--- src/rtl/unsigned_to_decimal_ascii_macros.svh ---
// ----------------------------------------------------------------------------
// Assertion macros for the unsigned_to_decimal_ascii block
// Clocked on clk with the check held off while arst_n is low.
// ----------------------------------------------------------------------------
`ifndef UNSIGNED_TO_DECIMAL_ASCII_MACROS_SVH
`define UNSIGNED_TO_DECIMAL_ASCII_MACROS_SVH

`ifndef ASSERT_OFF
// Same-cycle property.
`define U2DA_ASSERT(lbl, prop, msg) \
	lbl: assert property (@(posedge clk) disable iff (!arst_n) (prop)) else $error(msg);
// Antecedent now, consequent at the next clock edge.
`define U2DA_ASSERT_NEXT(lbl, ante, cons, msg) \
	lbl: assert property (@(posedge clk) disable iff (!arst_n) (ante) |=> (cons)) else $error(msg);
`else
`define U2DA_ASSERT(lbl, prop, msg)
`define U2DA_ASSERT_NEXT(lbl, ante, cons, msg)
`endif

`endif

--- src/rtl/u2da_pkg.sv ---
// ----------------------------------------------------------------------------
// u2da_pkg
// Widths, constants and shared types of the binary to decimal ASCII converter.
// ----------------------------------------------------------------------------
package u2da_pkg;

	// Width of the binary input value.
	localparam int VALUE_W = 32;
	// Decimal digits needed for the largest 32-bit value.
	localparam int DIGITS  = 10;
	localparam int DIGIT_W = 4;
	localparam int BCD_W   = DIGITS * DIGIT_W;
	// Width of one output character code.
	localparam int CHAR_W  = 6;
	// Index of one digit within the BCD word.
	localparam int IDX_W   = $clog2(DIGITS);
	// Counter over the shift steps of one conversion.
	localparam int STEP_W  = $clog2(VALUE_W);

	// ASCII code of the character '0'.
	localparam logic [CHAR_W-1:0] ASCII_ZERO = CHAR_W'(48);

	// Status of the BCD conversion unit as seen by the sequencer.
	typedef struct packed {
		logic busy;
		logic done;
	} u2da_stat_t;

endpackage

--- src/rtl/u2da_dabble.sv ---
// ----------------------------------------------------------------------------
// u2da_dabble
// Iterative binary to BCD converter: one shift-and-add-3 step per cycle.
// ----------------------------------------------------------------------------
`include "unsigned_to_decimal_ascii_macros.svh"

module u2da_dabble import u2da_pkg::*; (
	input  logic               clk,
	input  logic               arst_n,
	input  logic               load,
	input  logic [VALUE_W-1:0] value,
	output u2da_stat_t         stat,
	output logic [BCD_W-1:0]   bcd
);

	logic [VALUE_W-1:0] bin_q;
	logic [BCD_W-1:0]   bcd_q;
	logic [STEP_W-1:0]  cnt_q;
	logic               run_q;
	logic               done_q;
	logic [BCD_W-1:0]   bcd_adj;

	// Add three to every digit of five or more before the shift.
	function automatic logic [BCD_W-1:0] adjust(input logic [BCD_W-1:0] b);
		logic [BCD_W-1:0] r;
		r = b;
		for (int i = 0; i < DIGITS; i++) begin
			if (b[i*DIGIT_W +: DIGIT_W] >= DIGIT_W'(5)) begin
				r[i*DIGIT_W +: DIGIT_W] = b[i*DIGIT_W +: DIGIT_W] + DIGIT_W'(3);
			end
		end
		return r;
	endfunction

	assign bcd_adj = adjust(bcd_q);

	// Control of the step sequence.
	always_ff @(posedge clk or negedge arst_n) begin
		if (!arst_n) begin
			run_q  <= 1'b0;
			done_q <= 1'b0;
			cnt_q  <= '0;
		end else begin
			done_q <= 1'b0;
			if (load) begin
				run_q <= 1'b1;
				cnt_q <= '0;
			end else if (run_q) begin
				cnt_q <= cnt_q + STEP_W'(1);
				if (cnt_q == STEP_W'(VALUE_W - 1)) begin
					run_q  <= 1'b0;
					done_q <= 1'b1;
				end
			end
		end
	end

	// Shift register for the binary value and the growing BCD digits.
	always_ff @(posedge clk) begin
		if (load) begin
			bin_q <= value;
			bcd_q <= '0;
		end else if (run_q) begin
			bcd_q <= {bcd_adj[BCD_W-2:0], bin_q[VALUE_W-1]};
			bin_q <= {bin_q[VALUE_W-2:0], 1'b0};
		end
	end

	assign stat.busy = run_q;
	assign stat.done = done_q;
	assign bcd       = bcd_q;

	// A finished conversion follows the final step.
	`U2DA_ASSERT(a_done_after_run, done_q |-> (!run_q && $past(run_q)), "done without a run")
	// A new item never arrives while a conversion is under way.
	`U2DA_ASSERT(a_no_load_in_run, load |-> !run_q, "load during a conversion")
	// The step count is back at zero when the unit finishes.
	`U2DA_ASSERT(a_count_wraps, done_q |-> (cnt_q == '0), "step count off at finish")

endmodule

--- src/rtl/unsigned_to_decimal_ascii.sv ---
// ----------------------------------------------------------------------------
// unsigned_to_decimal_ascii
// Converts a 32-bit unsigned value to decimal ASCII digits, most significant
// digit first, with leading zeros suppressed.
// ----------------------------------------------------------------------------
// An item is taken when start is high and busy is low. The block then runs
// 32 shift-and-add-3 steps in its BCD unit, locates the leading digit, and
// emits one digit per cycle, each shown for a single cycle with strobe high;
// last marks the final digit. The receiver cannot stall the output, so it
// must take every digit in the cycle it appears. An item gives 1 to 10
// digits, and busy stays high until its last digit is put out, so a new item
// is taken only after the previous one is through. The value zero gives the
// single character '0'.
// ----------------------------------------------------------------------------
`include "unsigned_to_decimal_ascii_macros.svh"

module unsigned_to_decimal_ascii import u2da_pkg::*; (
	input  logic               clk,
	input  logic               arst_n,
	input  logic               start,
	input  logic [VALUE_W-1:0] value,
	output logic               busy,
	output logic               strobe,
	output logic [CHAR_W-1:0]  digit_char,
	output logic               last
);

	typedef enum logic [1:0] {
		ST_IDLE,
		ST_CONV,
		ST_EMIT
	} state_t;

	state_t             state_q;
	logic [IDX_W-1:0]   idx_q;
	logic               strobe_q;
	logic [CHAR_W-1:0]  char_q;
	logic               last_q;

	logic               load;
	u2da_stat_t         stat;
	logic [BCD_W-1:0]   bcd;
	logic [IDX_W-1:0]   lead_idx;
	logic [DIGIT_W-1:0] cur_digit;

	assign busy = (state_q != ST_IDLE);
	assign load = start && !busy;

	u2da_dabble u_dabble (
		.clk    (clk),
		.arst_n (arst_n),
		.load   (load),
		.value  (value),
		.stat   (stat),
		.bcd    (bcd)
	);

	// Position of the most significant nonzero digit; zero gives position 0.
	always_comb begin
		lead_idx = '0;
		for (int i = 0; i < DIGITS; i++) begin
			if (bcd[i*DIGIT_W +: DIGIT_W] != '0) begin
				lead_idx = IDX_W'(i);
			end
		end
	end

	assign cur_digit = bcd[idx_q*DIGIT_W +: DIGIT_W];

	// Sequencer and registered result outputs.
	always_ff @(posedge clk or negedge arst_n) begin
		if (!arst_n) begin
			state_q  <= ST_IDLE;
			idx_q    <= '0;
			strobe_q <= 1'b0;
			char_q   <= '0;
			last_q   <= 1'b0;
		end else begin
			strobe_q <= 1'b0;
			last_q   <= 1'b0;
			unique case (state_q)
				ST_IDLE: begin
					if (start) begin
						state_q <= ST_CONV;
					end
				end
				ST_CONV: begin
					if (stat.done) begin
						idx_q   <= lead_idx;
						state_q <= ST_EMIT;
					end
				end
				ST_EMIT: begin
					strobe_q <= 1'b1;
					char_q   <= ASCII_ZERO + {{(CHAR_W - DIGIT_W){1'b0}}, cur_digit};
					last_q   <= (idx_q == '0);
					idx_q    <= idx_q - IDX_W'(1);
					if (idx_q == '0) begin
						state_q <= ST_IDLE;
					end
				end
				default: begin
					state_q <= ST_IDLE;
				end
			endcase
		end
	end

	assign strobe     = strobe_q;
	assign digit_char = char_q;
	assign last       = last_q;

	// Results come only out of the emit state.
	`U2DA_ASSERT(a_strobe_from_emit, strobe_q |-> $past(state_q == ST_EMIT), "stray result")
	// Every emitted character is a decimal digit.
	`U2DA_ASSERT(a_digit_range, strobe_q |-> (char_q >= ASCII_ZERO && char_q <= ASCII_ZERO + CHAR_W'(9)), "non-digit character")
	// The last marker never stands alone.
	`U2DA_ASSERT(a_last_has_strobe, last_q |-> strobe_q, "last without strobe")
	// The BCD unit runs and finishes only while a conversion is pending.
	`U2DA_ASSERT(a_unit_in_conv, (stat.busy || stat.done) |-> (state_q == ST_CONV), "unit active outside conversion")
	// An accepted item starts a conversion.
	`U2DA_ASSERT_NEXT(a_accept_conv, load, (state_q == ST_CONV && stat.busy), "accepted item not converting")

endmodule
--- config.mk ---
export PLATFORM = sky130hd
export DESIGN_NAME = unsigned_to_decimal_ascii
export DESIGN_NICKNAME = d
export VERILOG_FILES = /design/src/rtl/u2da_pkg.sv /design/src/rtl/u2da_dabble.sv /design/src/rtl/unsigned_to_decimal_ascii.sv
export VERILOG_INCLUDE_DIRS = /design/src /design/src/rtl
export SDC_FILE = /design/constraint.sdc
export NUM_CORES = 1
export LEC_CHECK = 0
export BUFFER_PORTS_ARGS = -buffer_cell sky130_fd_sc_hd__buf_2
export CORE_MARGIN = 5
export CORE_UTILIZATION = 45
export DETAILED_ROUTE_END_ITERATION = 16
export GPL_ROUTABILITY_DRIVEN = 0
export HOLD_SLACK_MARGIN = 0.03
export MAX_ROUTING_LAYER = met4
export RECOVER_POWER = 25
export SLEW_MARGIN = 30
export SYNTH_ARGS = -nofsm -noshare
export SYNTH_HDL_FRONTEND = slang
export SYNTH_SLANG_ARGS = --single-unit
export TNS_END_PERCENT = 1
--- constraint.sdc ---
create_clock -name clk -period 4.1 [get_ports clk]
set_input_delay 0 -clock clk [delete_from_list [all_inputs] [get_ports clk]]
set_output_delay 0 -clock clk [all_outputs]
set_load 0.03 [all_outputs]
==> results.py <==
metrics = {
    "floorplanning": {
        "start_util": 0.460,
        "dieWidth_um": 115,
        "io_pins": 44,
        "die_area_mm2": 0.0133,
        "die_h_um": 115,
        "rows": 38,
        "core-area_mm2": 0.0108,
    },
    "setup_path": {
        "crit_type": "register to register",
        "r2r_slack_ns": 1.39,
        "path_depth": 5,
        "slowest_stage": "and2_0",
        "crit_chain": "nor2_1 -> and2_0 -> buf_12 -> a2111oi_0 -> a31o_1",
        "arrival_ns": 2.99,
        "start_kind": "register",
        "worst-r2r-cell-count": 5,
        "critical_path.top_delay_family": "simple AND/OR/NAND/NOR gates",
        "cpPeakStageDelay_ns": 1.34,
        "worst-path-buf-inv": 1,
        "cp_data_required_time_ns": 4.38,
        "endpoint_kind": "register",
        "cp-startpoint": "state_q[0]",
        "cp-endpoint": "u_dabble.bcd[2]",
        "cp_max_fo": 48,
        "rr_startpoint": "state_q[0]",
        "r2r_end": "u_dabble.bcd[2]",
    },
    "power": {
        "powerDensity_mw_per_mm2": 803,
        "vdd_drop_max_mv": 0.311,
        "total_power_uw": 4660,
        "p_leak_uw": 0.00245,
    },
    "clock_tree": {
        "numCtsBuffers": 9,
        "post_cts_resized": 0,
        "cts.path.max_buffers": 2,
        "clkLatencyLatePin_ns": 0.37,
        "clk_pin_slew_ns": 0.10,
        "htree_num_levels": 3,
        "cts_root_buf": "clkbuf_8",
        "cts.sinks": 92,
        "cts_tree": "done",
    },
    "run": {
        "drv_cap": 1,
    },
    "synth": {
        "netlist_area_mm2": 0.00499,
        "synthArstFlopShare": 0.217,
        "synth-edff-count": 32,
        "synth.distinct_cells": 50,
        "ys_seq_elements": 92,
        "avgSynthCellArea_um2": 9.01,
        "synth_seq_area_share": 0.453,
        "synth_ff_type": "dfxtp_1",
        "synth_nets": 612,
        "netlist_instances": 554,
        "yosysWarningCount": 0,
    },
    "timing": {
        "final_max_slew_viol_count": 29,
        "fin_crit_sh": 0.660,
        "period_needed_ns": 2.71,
        "fin_tns_setup_ns": 0,
        "worst_pin_slew_ns": 1.75,
        "grt_setup_unrepaired": "no",
        "relSlewSlack": -0.164,
        "skew_ns": 0.0133,
        "finalHoldViolCount": 0,
        "finalSetupViolations": 0,
        "whs_ns": 0.336,
        "fmax_mhz": 370,
    },
    "drt": {
        "drtIter0Drc": 278,
        "routed_wl_mm": 11.3,
        "ant_nets": 0,
        "first_pass_iters": 7,
        "vias_per_cell": 5.38,
        "wl_per_cell_um": 15.0,
        "vias": 4043,
        "drcViolationCount": 0,
    },
    "run_status": {
        "failed_checks": "capacitance limit, slew limit",
        "status": "complete, but fails checks",
    },
    "final_layout": {
        "fillers": 1037,
        "drive_above_1_share": 0.0931,
        "final_common_cell": "nand2_1",
        "final_nets": 665,
        "final_cell_mix": "nand2_1 (136), dfxtp_1 (40), dlygate4sd3_1 (34), buf_2 (33), edfxtp_1 (32)",
        "antennaDiodeCount": 0,
        "syn_to_final_growth_pct": 16.3,
        "fin_util": 0.536,
        "fin_cells": 752,
    },
    "global_routing": {
        "grt_pass1_vias": 3902,
        "grt_max_degree": 49,
        "grt_first_pass_wirelength_mm": 18.7,
        "grt_antenna_before_repair": 0,
        "overflow": 0,
        "grt.total_usage": 0.181,
    },
    "hold_path": {
        "hp-class": "primary input to async pin",
    },
    "placement": {
        "io_buffers": 43,
        "dp_hpwl_mm": 7.50,
        "dpl.cell_count": 702,
    },
}
==> cell usage after synthesis (4+ instances only) <==
cell type,instances,area share
dfrtp_1,20,0.10
xnor2_1,21,0.037
nor3_1,5,0.0050
nand3_1,20,0.020
o21ai_0,20,0.020
a2111oi_0,9,0.016
nand2_1,136,0.10
dfxtp_1,40,0.16
a21o_1,9,0.014
nand2b_1,14,0.018
a211oi_1,14,0.021
a21oi_1,28,0.028
nor2_1,16,0.012
nor3b_1,7,0.011
clkbuf_1,21,0.016
a31oi_1,4,0.0050
mux2i_1,12,0.024
and3_1,4,0.0050
ha_1,23,0.058
o22ai_1,12,0.015
edfxtp_1,32,0.19
a31o_1,9,0.016
inv_1,23,0.017
buf_2,14,0.014
==> report_power, final <==
group	internal [uW]	total, uW	switching (uW)
registers	1470	1950	484
logic	925	1980	1050
clock network	406	739	332
==> sequential cells by signal (all words and copies together), names as in the netlist <==
| register | cells |
|---|---|
| digit_char | 5 |
| idx_q | 4 |
| last | 1 |
| state_q | 2 |
| strobe | 1 |
| u_dabble.bcd | 40 |
| u_dabble.bin_q | 32 |
| u_dabble.cnt_q | 5 |
| u_dabble.done_q | 1 |
| u_dabble.run_q | 1 |
==> final cells by class <==
type	count	area (um^2)	share of cell area
Clock buffer	12	135	0.0233
Clock inverter	4	97.6	0.0168
Inverter	25	93.8	0.0162
Multi-Input combinational cell	397	2450	0.422
Sequential cell	92	2260	0.390
Tap cell	140	175	0.0302
Timing Repair Buffer	82	593	0.102
==> per-stage QoR <==
step	worst slack (ns)	cell area, um^2
4_1_cts	2.15	5820
3_3_place_gp	2.21	5250
5_1_grt	1.18	5810
6_report	1.39	5810
2_1_floorplan	2.05	4990
3_5_place_dp	2.14	5250
==> worst reg2reg max path, stage by stage, from the launching register on <==
cell and delay, ns:
dfrtp_1 0.42, nor2_1 0.22, and2_0 1.34, buf_12 0.33, a2111oi_0 0.12, a31o_1 0.20
==> layer usage <==
metal | GRT usage | routed length [um] | vias up
met5 | - | 0 | -
met4 | 0.0603 | 261 | 0
met3 | 0.0332 | 443 | 19
met2 | 0.280 | 5170 | 97
met1 | 0.241 | 5400 | 1890
li1 | - | - | 2037
==> worst min-delay path by stage <==
stage	slack, ns	end	cells after the start
floorplan	-0.30	digit_char[0]	0
global placement	-0.03	idx_q[0]	1
detailed placement	-0.02	digit_char[0]	1
CTS	0.1	idx_q[1]	2
global route	0.41	u_dabble.bin_q[15]	4
finish	0.34	idx_q[1]	2
==> timing repair <==
action / CTS / global route
hold buffers: 34 / 0
hold endpoints to repair: 53 / 0
setup buffers: 0 / 0
==> cell families (layout without fill, tap and decap cells) <==
group / count (synthesis) / in the layout / share of synthesized area
simple gates: 212 / 212 / 0.191
compound gates: 122 / 122 / 0.162
fa+ha+maj: 23 / 23 / 0.0577
mux: 17 / 17 / 0.0399
xor+xnor: 23 / 23 / 0.0404
flops: 92 / 92 / 0.453
buf+inv: 65 / 123 / 0.0554
No activity file was read; power rests on OpenSTA's default activity.
